## src/rtl/core/frwl_pkg.sv

```systemverilog
// ----------------------------------------------------------------------------
// frwl_pkg
// Types and codes shared by the reader-writer lock manager.
// ----------------------------------------------------------------------------
package frwl_pkg;

    localparam logic [3:0] REQ_TRY_WRITE    = 4'd0;
    localparam logic [3:0] REQ_WRITE        = 4'd1;
    localparam logic [3:0] REQ_TRY_READ     = 4'd2;
    localparam logic [3:0] REQ_READ         = 4'd3;
    localparam logic [3:0] REQ_WRITE_UNLOCK = 4'd4;
    localparam logic [3:0] REQ_READ_UNLOCK  = 4'd5;
    localparam logic [3:0] REQ_SLEEP        = 4'd6;
    localparam logic [3:0] REQ_WAKE         = 4'd7;
    localparam logic [3:0] REQ_WAKE_ALL     = 4'd8;

    localparam logic [3:0] EV_GRANTED  = 4'd0;
    localparam logic [3:0] EV_REFUSED  = 4'd1;
    localparam logic [3:0] EV_QUEUED   = 4'd2;
    localparam logic [3:0] EV_WOKEN    = 4'd3;
    localparam logic [3:0] EV_MOVED    = 4'd4;
    localparam logic [3:0] EV_NONE     = 4'd5;
    localparam logic [3:0] EV_SLEEPING = 4'd6;
    localparam logic [3:0] EV_OVERFLOW = 4'd7;
    localparam logic [3:0] EV_MISUSE   = 4'd8;

    typedef struct packed {
        logic [3:0] req_type;
        logic [7:0] thread_id;
    } req_t;

    typedef struct packed {
        logic [3:0] event_res;
        logic [7:0] event_thread;
        logic       write_mode;
        logic       last;
    } res_t;

endpackage

```

## src/rtl/core/frwl_front.sv

```systemverilog
// ----------------------------------------------------------------------------
// frwl_front
// Accepts requests and holds them in a short queue for the lock engine.
// ----------------------------------------------------------------------------
module frwl_front
(
    input  logic            clk,
    input  logic            rst_n,
    input  logic            in_valid,
    output logic            in_ready,
    input  frwl_pkg::req_t  in_data,
    output logic            q_valid,
    input  logic            q_ready,
    output frwl_pkg::req_t  q_data
);
    import frwl_pkg::*;

    req_t       slot_reg [2];
    logic       wptr_reg;
    logic       rptr_reg;
    logic [1:0] cnt_reg;
    logic       push;
    logic       pop;

    assign in_ready = (cnt_reg != 2'd2);
    assign q_valid  = (cnt_reg != 2'd0);
    assign q_data   = slot_reg[rptr_reg];
    assign push     = in_valid && in_ready;
    assign pop      = q_valid && q_ready;

    always_ff @(posedge clk)
    begin
        if (push)
        begin
            slot_reg[wptr_reg] <= in_data;
        end
    end

    always_ff @(posedge clk or negedge rst_n)
    begin
        if (!rst_n)
        begin
            wptr_reg <= 1'b0;
            rptr_reg <= 1'b0;
            cnt_reg  <= 2'd0;
        end
        else
        begin
            if (push)
            begin
                wptr_reg <= ~wptr_reg;
            end
            if (pop)
            begin
                rptr_reg <= ~rptr_reg;
            end
            cnt_reg <= cnt_reg + {1'b0, push} - {1'b0, pop};
        end
    end

endmodule

```

## src/rtl/core/frwl_back.sv

```systemverilog
// ----------------------------------------------------------------------------
// frwl_back
// Lock engine: carries out one request at a time, taking the next only when idle.
// ----------------------------------------------------------------------------
module frwl_back
#(
    parameter int QUEUE_DEPTH = 16,
    parameter int WAIT_DEPTH  = 16
)
(
    input  logic            clk,
    input  logic            rst_n,
    input  logic            q_valid,
    output logic            q_ready,
    input  frwl_pkg::req_t  q_data,
    output logic            out_valid,
    input  logic            out_ready,
    output frwl_pkg::res_t  out_data
);
    import frwl_pkg::*;

    localparam int QW  = $clog2(QUEUE_DEPTH);
    localparam int WW  = $clog2(WAIT_DEPTH);
    localparam int QCW = $clog2(QUEUE_DEPTH + 1);
    localparam int WCW = $clog2(WAIT_DEPTH + 1);
    localparam logic [QCW-1:0] QFULL = QCW'(QUEUE_DEPTH);
    localparam logic [WCW-1:0] WFULL = WCW'(WAIT_DEPTH);
    localparam logic [QW-1:0]  QLAST = QW'(QUEUE_DEPTH - 1);
    localparam logic [WW-1:0]  WLAST = WW'(WAIT_DEPTH - 1);

    localparam logic [2:0] ST_IDLE  = 3'd0;
    localparam logic [2:0] ST_RDQ   = 3'd1;
    localparam logic [2:0] ST_REL   = 3'd2;
    localparam logic [2:0] ST_POST  = 3'd3;
    localparam logic [2:0] ST_RDW   = 3'd4;
    localparam logic [2:0] ST_WAKE  = 3'd5;

    logic [7:0]     qid_mem [QUEUE_DEPTH];
    logic           qmd_mem [QUEUE_DEPTH];
    logic [7:0]     wid_mem [WAIT_DEPTH];

    logic [2:0]     state_reg, state_next;
    req_t           req_reg, req_next;
    logic           wh_reg, wh_next;
    logic [7:0]     rc_reg, rc_next;
    logic [QW-1:0]  qh_reg, qh_next;
    logic [QCW-1:0] qc_reg, qc_next;
    logic [WW-1:0]  wh2_reg, wh2_next;
    logic [WCW-1:0] wc_reg, wc_next;
    res_t           o_reg, o_next;
    logic           ov_reg, ov_next;
    logic           can_emit;
    logic [7:0]     rd_id_reg;
    logic           rd_md_reg;
    logic           rd_md2_reg;
    logic [7:0]     rd_wid_reg;
    logic [QW-1:0]  qh_inc;
    logic [QW-1:0]  qh_dec;
    logic [QW:0]    q_sum;
    logic [QW-1:0]  q_tail;
    logic [WW-1:0]  wh2_inc;
    logic [WW:0]    w_sum;
    logic [WW-1:0]  w_tail;
    logic           run_more;
    logic           qwe;
    logic [QW-1:0]  qwa;
    logic [7:0]     qwid;
    logic           qwmd;
    logic           wwe;

    assign out_valid = ov_reg;
    assign out_data  = o_reg;
    assign can_emit  = !ov_reg || out_ready;
    assign q_ready   = (state_reg == ST_IDLE) && can_emit;

    assign qh_inc  = (qh_reg == QLAST) ? '0 : qh_reg + QW'(1);
    assign qh_dec  = (qh_reg == '0) ? QLAST : qh_reg - QW'(1);
    assign q_sum   = {1'b0, qh_reg} + (QW+1)'(qc_reg);
    assign q_tail  = (q_sum >= (QW+1)'(QUEUE_DEPTH))
                     ? QW'(q_sum - (QW+1)'(QUEUE_DEPTH)) : q_sum[QW-1:0];
    assign wh2_inc = (wh2_reg == WLAST) ? '0 : wh2_reg + WW'(1);
    assign w_sum   = {1'b0, wh2_reg} + (WW+1)'(wc_reg);
    assign w_tail  = (w_sum >= (WW+1)'(WAIT_DEPTH))
                     ? WW'(w_sum - (WW+1)'(WAIT_DEPTH)) : w_sum[WW-1:0];

    // another reader follows the one at the queue front
    assign run_more = (qc_reg > QCW'(1)) && !rd_md2_reg;

    always_ff @(posedge clk)
    begin
        if (qwe)
        begin
            qid_mem[qwa] <= qwid;
            qmd_mem[qwa] <= qwmd;
        end
        if (wwe)
        begin
            wid_mem[w_tail] <= req_reg.thread_id;
        end
        rd_id_reg  <= qid_mem[qh_reg];
        rd_md_reg  <= qmd_mem[qh_reg];
        rd_md2_reg <= qmd_mem[qh_inc];
        rd_wid_reg <= wid_mem[wh2_reg];
    end

    always_comb
    begin
        state_next = state_reg;
        req_next   = req_reg;
        wh_next    = wh_reg;
        rc_next    = rc_reg;
        qh_next    = qh_reg;
        qc_next    = qc_reg;
        wh2_next   = wh2_reg;
        wc_next    = wc_reg;
        o_next     = o_reg;
        ov_next    = ov_reg && !out_ready;
        qwe        = 1'b0;
        qwa        = q_tail;
        qwid       = q_data.thread_id;
        qwmd       = 1'b0;
        wwe        = 1'b0;
        case (state_reg)
            ST_IDLE:
            begin
                if (q_valid && can_emit)
                begin
                    req_next            = q_data;
                    o_next.event_thread = q_data.thread_id;
                    o_next.write_mode   = 1'b0;
                    o_next.last         = 1'b1;
                    o_next.event_res    = EV_MISUSE;
                    ov_next             = 1'b1;
                    case (q_data.req_type)
                        REQ_TRY_WRITE, REQ_WRITE:
                        begin
                            o_next.write_mode = 1'b1;
                            if (!wh_reg && rc_reg == 8'd0)
                            begin
                                wh_next = 1'b1;
                                o_next.event_res = EV_GRANTED;
                            end
                            else if (q_data.req_type == REQ_TRY_WRITE)
                            begin
                                o_next.event_res = EV_REFUSED;
                            end
                            else if (qc_reg < QFULL)
                            begin
                                qwe = 1'b1;
                                qwmd = 1'b1;
                                qc_next = qc_reg + QCW'(1);
                                o_next.event_res = EV_QUEUED;
                            end
                            else
                            begin
                                o_next.write_mode = 1'b0;
                                o_next.event_res = EV_OVERFLOW;
                            end
                        end
                        REQ_TRY_READ, REQ_READ:
                        begin
                            if (!wh_reg && qc_reg == '0)
                            begin
                                if (rc_reg == 8'd255)
                                begin
                                    o_next.event_res = EV_OVERFLOW;
                                end
                                else
                                begin
                                    rc_next = rc_reg + 8'd1;
                                    o_next.event_res = EV_GRANTED;
                                end
                            end
                            else if (q_data.req_type == REQ_TRY_READ)
                            begin
                                o_next.event_res = EV_REFUSED;
                            end
                            else if (qc_reg < QFULL)
                            begin
                                qwe = 1'b1;
                                qc_next = qc_reg + QCW'(1);
                                o_next.event_res = EV_QUEUED;
                            end
                            else
                            begin
                                o_next.event_res = EV_OVERFLOW;
                            end
                        end
                        REQ_WRITE_UNLOCK:
                        begin
                            if (wh_reg && rc_reg == 8'd0)
                            begin
                                ov_next = 1'b0;
                                state_next = ST_RDQ;
                            end
                        end
                        REQ_READ_UNLOCK:
                        begin
                            if (!wh_reg && rc_reg != 8'd0)
                            begin
                                rc_next = rc_reg - 8'd1;
                                if (rc_reg == 8'd1)
                                begin
                                    ov_next = 1'b0;
                                    state_next = ST_RDQ;
                                end
                                else
                                begin
                                    o_next.event_res = EV_NONE;
                                end
                            end
                        end
                        REQ_SLEEP:
                        begin
                            if (wh_reg && rc_reg == 8'd0)
                            begin
                                if (wc_reg >= WFULL)
                                begin
                                    o_next.event_res = EV_OVERFLOW;
                                end
                                else
                                begin
                                    ov_next = 1'b0;
                                    state_next = ST_RDQ;
                                end
                            end
                        end
                        REQ_WAKE, REQ_WAKE_ALL:
                        begin
                            if (wh_reg)
                            begin
                                ov_next = 1'b0;
                                state_next = ST_RDW;
                            end
                        end
                        default:
                        begin
                        end
                    endcase
                end
            end
            ST_RDQ:
            begin
                state_next = ST_REL;
            end
            ST_REL:
            begin
                if (can_emit)
                begin
                    ov_next             = 1'b1;
                    o_next.event_res    = EV_WOKEN;
                    o_next.event_thread = rd_id_reg;
                    o_next.write_mode   = 1'b0;
                    o_next.last         = (req_reg.req_type != REQ_SLEEP);
                    state_next = (req_reg.req_type == REQ_SLEEP) ? ST_POST : ST_IDLE;
                    if (qc_reg == '0)
                    begin
                        wh_next = 1'b0;
                        if (req_reg.req_type == REQ_SLEEP)
                        begin
                            ov_next = 1'b0;
                        end
                        else
                        begin
                            o_next.event_res    = EV_NONE;
                            o_next.event_thread = req_reg.thread_id;
                        end
                    end
                    else
                    begin
                        qh_next = qh_inc;
                        qc_next = qc_reg - QCW'(1);
                        if (rd_md_reg)
                        begin
                            wh_next = 1'b1;
                            o_next.write_mode = 1'b1;
                        end
                        else
                        begin
                            wh_next = 1'b0;
                            if (rc_reg != 8'd255)
                            begin
                                rc_next = rc_reg + 8'd1;
                            end
                            if (run_more)
                            begin
                                o_next.last = 1'b0;
                                state_next  = ST_RDQ;
                            end
                        end
                    end
                end
            end
            ST_POST:
            begin
                if (can_emit)
                begin
                    wwe     = 1'b1;
                    wc_next = wc_reg + WCW'(1);
                    o_next.event_res    = EV_SLEEPING;
                    o_next.event_thread = req_reg.thread_id;
                    o_next.write_mode   = 1'b0;
                    o_next.last         = 1'b1;
                    ov_next    = 1'b1;
                    state_next = ST_IDLE;
                end
            end
            ST_RDW:
            begin
                state_next = ST_WAKE;
            end
            ST_WAKE:
            begin
                if (can_emit)
                begin
                    ov_next             = 1'b1;
                    o_next.event_thread = req_reg.thread_id;
                    o_next.write_mode   = 1'b0;
                    o_next.last         = 1'b1;
                    state_next          = ST_IDLE;
                    if (wc_reg == '0)
                    begin
                        o_next.event_res = EV_NONE;
                    end
                    else if (qc_reg >= QFULL)
                    begin
                        o_next.event_res = EV_OVERFLOW;
                    end
                    else
                    begin
                        wh2_next = wh2_inc;
                        wc_next  = wc_reg - WCW'(1);
                        qh_next  = qh_dec;
                        qwe      = 1'b1;
                        qwa      = qh_dec;
                        qwid     = rd_wid_reg;
                        qwmd     = 1'b1;
                        qc_next  = qc_reg + QCW'(1);
                        o_next.event_res    = EV_MOVED;
                        o_next.event_thread = rd_wid_reg;
                        o_next.write_mode   = 1'b1;
                        if (req_reg.req_type == REQ_WAKE_ALL && wc_reg != WCW'(1))
                        begin
                            o_next.last = 1'b0;
                            state_next  = ST_RDW;
                        end
                    end
                end
            end
            default:
            begin
                state_next = ST_IDLE;
            end
        endcase
    end

    always_ff @(posedge clk)
    begin
        o_reg <= o_next;
    end

    always_ff @(posedge clk or negedge rst_n)
    begin
        if (!rst_n)
        begin
            state_reg <= ST_IDLE;
            req_reg   <= '0;
            wh_reg    <= 1'b0;
            rc_reg    <= 8'd0;
            qh_reg    <= '0;
            qc_reg    <= '0;
            wh2_reg   <= '0;
            wc_reg    <= '0;
            ov_reg    <= 1'b0;
        end
        else
        begin
            state_reg <= state_next;
            req_reg   <= req_next;
            wh_reg    <= wh_next;
            rc_reg    <= rc_next;
            qh_reg    <= qh_next;
            qc_reg    <= qc_next;
            wh2_reg   <= wh2_next;
            wc_reg    <= wc_next;
            ov_reg    <= ov_next;
        end
    end

endmodule

```

## src/rtl/core/fifo_reader_writer_lock_with_condition.sv

```systemverilog
// ----------------------------------------------------------------------------
// fifo_reader_writer_lock_with_condition
// Fair reader-writer lock with condition variable, thread-tagged requests.
//
//   channel | handshake           | payload
//   in      | in_valid/in_ready   | req_t (req_type, thread_id)
//   out     | out_valid/out_ready | res_t (event_res, event_thread, write_mode, last)
//
// a lock, try-lock or misuse request is handled in the idle state.
// a release runs RDQ, REL per woken thread (once if none woken); sleep adds POST.
// a wake: RDW, WAKE per moved thread, plus once for an overflow or none_waiting end.
// reset clears lock state and all pointers; no clearing pass.
// a stalled output holds the engine; the two-entry request queue then fills.
// ----------------------------------------------------------------------------
module fifo_reader_writer_lock_with_condition
#(
    parameter int QUEUE_DEPTH = 16,
    parameter int WAIT_DEPTH  = 16
)
(
    input  logic            clk,
    input  logic            rst_n,
    input  logic            in_valid,
    output logic            in_ready,
    input  frwl_pkg::req_t  in_data,
    output logic            out_valid,
    input  logic            out_ready,
    output frwl_pkg::res_t  out_data
);
    import frwl_pkg::*;

    logic q_valid;
    logic q_ready;
    req_t q_data;

    frwl_front u_front
    (
        .clk      (clk),
        .rst_n    (rst_n),
        .in_valid (in_valid),
        .in_ready (in_ready),
        .in_data  (in_data),
        .q_valid  (q_valid),
        .q_ready  (q_ready),
        .q_data   (q_data)
    );

    frwl_back #(.QUEUE_DEPTH(QUEUE_DEPTH), .WAIT_DEPTH(WAIT_DEPTH)) u_back
    (
        .clk       (clk),
        .rst_n     (rst_n),
        .q_valid   (q_valid),
        .q_ready   (q_ready),
        .q_data    (q_data),
        .out_valid (out_valid),
        .out_ready (out_ready),
        .out_data  (out_data)
    );

endmodule

```

## config.mk

```make
export PLATFORM = sky130hd
export DESIGN_NAME = fifo_reader_writer_lock_with_condition
export DESIGN_NICKNAME = d
export VERILOG_FILES = /design/src/rtl/core/frwl_pkg.sv /design/src/rtl/core/frwl_front.sv /design/src/rtl/core/frwl_back.sv /design/src/rtl/core/fifo_reader_writer_lock_with_condition.sv
export SDC_FILE = /design/constraint.sdc
export NUM_CORES = 1
export LEC_CHECK = 0
export BUFFER_PORTS_ARGS = -buffer_cell sky130_fd_sc_hd__buf_4
export CAP_MARGIN = 20
export CORE_MARGIN = 2
export CORE_UTILIZATION = 50
export DETAILED_ROUTE_END_ITERATION = 16
export GPL_TIMING_DRIVEN = 0
export PLACE_DENSITY = 0.66
export SLEW_MARGIN = 20
export SYNTH_ARGS = -nofsm -noshare
export SYNTH_HDL_FRONTEND = slang
export SYNTH_SLANG_ARGS = --single-unit
```

## constraint.sdc

```tcl
create_clock -name clk -period 3.7 [get_ports clk]
set_input_delay 0.185 -clock clk [delete_from_list [all_inputs] [get_ports clk]]
set_output_delay 0.185 -clock clk [all_outputs]
set_load 0.02 [all_outputs]
```

==> flow_metrics.py <==
metrics = {
    "placed_design": {
        "hpwlAfterDp_um": 27100,
        "port_buffers": 31,
        "place.gp.congestion": 0.889,
        "pre_cts_ws_ns": -0.0457,
    },
    "floorplanning": {
        "num_rows": 66,
        "ios": 32,
        "dieArea_um2": 34100,
        "start_util_pct": 50.4,
        "coreArea_um2": 32400,
        "die_w_um": 185,
        "fp.dieH_um": 185,
    },
    "drt": {
        "viasPerCell": 6.10,
        "first_pass_iters": 5,
        "wirelength_um": 39900,
        "drtIter0Drc": 1003,
        "vias": 9982,
        "ant_nets": 0,
        "drc_errors": 0,
        "wl_per_cell_um": 24.4,
    },
    "power": {
        "clockPowerShare_pct": 25.0,
        "internal-power_uw": 9940,
        "switching_share_pct": 38.0,
        "powerDensity_nw_per_um2": 845,
        "leakagePower_uw": 0.00656,
        "p_comb_share_pct": 36.1,
        "pwr-share-seq_pct": 38.9,
        "power_switching_uw": 6080,
        "irDropWorstVdd_mv": 0.689,
    },
    "setup_path": {
        "path_max_fanout": 10,
        "worst_ep_required_time_ns": 3.95,
        "crit_type": "flop to flop",
        "cp-start-kind": "flop",
        "critPathCaptureType": "flop",
        "crit_arrival_ns": 3.91,
    },
    "grt": {
        "antenna_found_initial": 0,
        "grt_overflow": 0,
        "grt_pass1_vias": 9592,
        "track_usage_pct": 23.6,
        "grt_pass1_wl_um": 59200,
        "grt_start_max_net_pins": 48,
    },
    "timing": {
        "setup_violations": 0,
        "relSlewSlack_pct": -0.254,
        "period_needed_ns": 3.66,
        "hold_violations": 0,
        "drv_slew": 8,
        "max_freq_ghz": 0.273,
        "tns_ns": 0,
        "finalClockSkew_ns": 0.0270,
        "finalCritPeriodShare_pct": 98.8,
        "worst_pin_slew_ns": 1.50,
        "worst_slack_ns": 0.0433,
        "hold_slack_ns": 0.191,
    },
    "cts": {
        "clock-sinks": 375,
        "cts_tree": "done",
        "insertion_delay_ns": 0.56,
        "cts_buffer_depth": 3,
        "numCtsBuffers": 41,
        "h-tree-depth": 2,
        "root_buffer": "clkbuf_16",
        "clk_pin_slew_worst_paths_ns": 0.07,
    },
    "synthesis": {
        "netlist_area_um2": 16300,
        "synth_warnings": 0,
        "yosysTopAreaCell": "edfxtp_1",
        "ys_seq_area_share_pct": 66.4,
        "synthFlopType": "edfxtp_1",
        "synth_edf_count": 310,
        "synth_common_cells": "310 x edfxtp_1, 69 x nor2_1, 62 x mux4_2",
        "synth.distinct_cells": 75,
        "ys_ff_latch": 375,
        "synthesis.nets": 1088,
        "netlist_instances": 1048,
        "synth_area_leaders": "edfxtp_1 57%, mux4_2 8.6%, dfrtp_1 7.2%",
        "synth_top_cell_area_share_pct": 57.0,
        "synth_most_common_cell": "edfxtp_1",
        "async_flop_share_pct": 12.5,
        "syn_avg_cell_area_um2": 15.6,
    },
    "flow_run": {
        "max_cap_viol_count": 1,
    },
    "final_layout": {
        "areaGrowthSynthToFinish_pct": 16.2,
        "layout-drive-gt1-share_pct": 20.3,
        "antennaDiodeCount": 0,
        "nNetsFinal": 1201,
    },
    "outcome": {
        "violations": "max-capacitance violations, max-slew violations",
        "status": "finished, violations left",
    },
    "min_path": {
        "hp-class": "input port to asynchronous set/reset pin",
    },
}
## layout make-up
cell class / count / area [um^2]
fill: 2522 / 13400
sequential: 375 / 10800
multi-input combinational: 599 / 5370
clock buffer: 59 / 1160
timing repair buffer: 70 / 554
tap: 442 / 553
buffer: 57 / 250
clock inverter: 17 / 170
inverter: 17 / 63.8
## cells by family after synthesis
family / after synthesis / share of synthesized area [%]
AND/OR/NAND/NOR: 221 / 7.19
adder cells (fa/ha/maj): 24 / 1.93
buffers and inverters: 74 / 1.91
XOR/XNOR: 36 / 1.93
multiplexers: 127 / 12.6
AO/OA/AOI/OAI: 191 / 8.01
flip-flops: 375 / 66.4
## cell usage in the layout (no fill, tap or decap), drive strengths merged, types with 5 or more instances in the layout
| cell type | count |
|---|---|
| and3 | 5 |
| o211ai | 9 |
| nor3 | 20 |
| mux2 | 6 |
| dlygate4sd3 | 14 |
| o31ai | 5 |
| a21oi | 52 |
| edfxtp | 310 |
| nand3 | 20 |
| nand2 | 44 |
| buf | 77 |
| inv | 19 |
| clkinv | 9 |
| nand4 | 12 |
| ha | 22 |
| mux4 | 62 |
| dfxtp | 18 |
| nor4 | 12 |
| a221oi | 25 |
| a211oi | 13 |
| a21o | 7 |
| dfrtp | 47 |
| o21ai | 38 |
| xor2 | 14 |
| clkbuf | 95 |
| a22oi | 11 |
| mux2i | 59 |
| a31oi | 6 |
| xnor2 | 22 |
| nor2 | 70 |
## worst max-delay path, cell delays in order (launching register included)
cell and delay, ns:
dfrtp_1 0.44, clkbuf_2 0.32, inv_1 0.25, ha_1 0.30
a31o_2 0.29, mux2i_2 0.54, o211ai_1 0.40, nor3_2 0.56
buf_6 0.23
## path summary, 6_finish.rpt
path	from	end	slack (ns)	cells past startpoint
setup / recovery	u_back.qh_reg[1]	u_back.qid_mem[12][4]	0.04	8
hold / removal	rst_n	u_back.out_valid	0.19	2
setup reg to reg	u_back.qh_reg[1]	u_back.qid_mem[12][4]	0.04	8
hold reg to reg	u_front.wptr_reg	u_front.wptr_reg	0.52	1
max in group asynchronous	rst_n	u_back.req_reg[4]	3.02	2
min in group clk	out_ready	u_back.out_valid	0.21	3
## metrics by stage
step / cells / power (uW) / instance area [um^2] / utilization, %
after floorplan: 1048 / 9790 / 16300 / -
after global placement: 1521 / 11500 / 17100 / 52.9
after detailed placement: 1538 / 11800 / 17400 / 53.6
after CTS: 1628 / 15800 / 18800 / 58.1
after global routing: 1636 / 16800 / 19000 / 58.6
final: 1636 / 16000 / 19000 / 58.6
## power by group through the flow
stage / Combinational [uW] / Sequential, uW / Clock (uW)
after floorplan: 3660 / 6130 / 0
after global placement: 5210 / 6300 / 0
after detailed placement: 5490 / 6300 / 0
after CTS: 5530 / 6220 / 4080
after global routing: 6220 / 6300 / 4250
final: 5790 / 6230 / 4010
## layer usage
layer | up-vias | part of all wire [%] | global-route usage (%)
li1 | 4402 | - | -
met4 | 0 | 3.0 | 8.32
met1 | 5053 | 43 | 33.9
met2 | 453 | 47 | 37.2
met5 | - | 0 | 0
met3 | 74 | 7.0 | 3.36
## repair_timing
item                                    in CTS  in global routing
hold buffers                                14                  0
buffers inserted                             0                  8
pin swaps                                    0                  4
gates resized for setup                      0                 11
endpoints found under the setup margin      32                 94
hold endpoints to repair                    72                  0
Note: power is estimated with default switching activity, not from simulation.
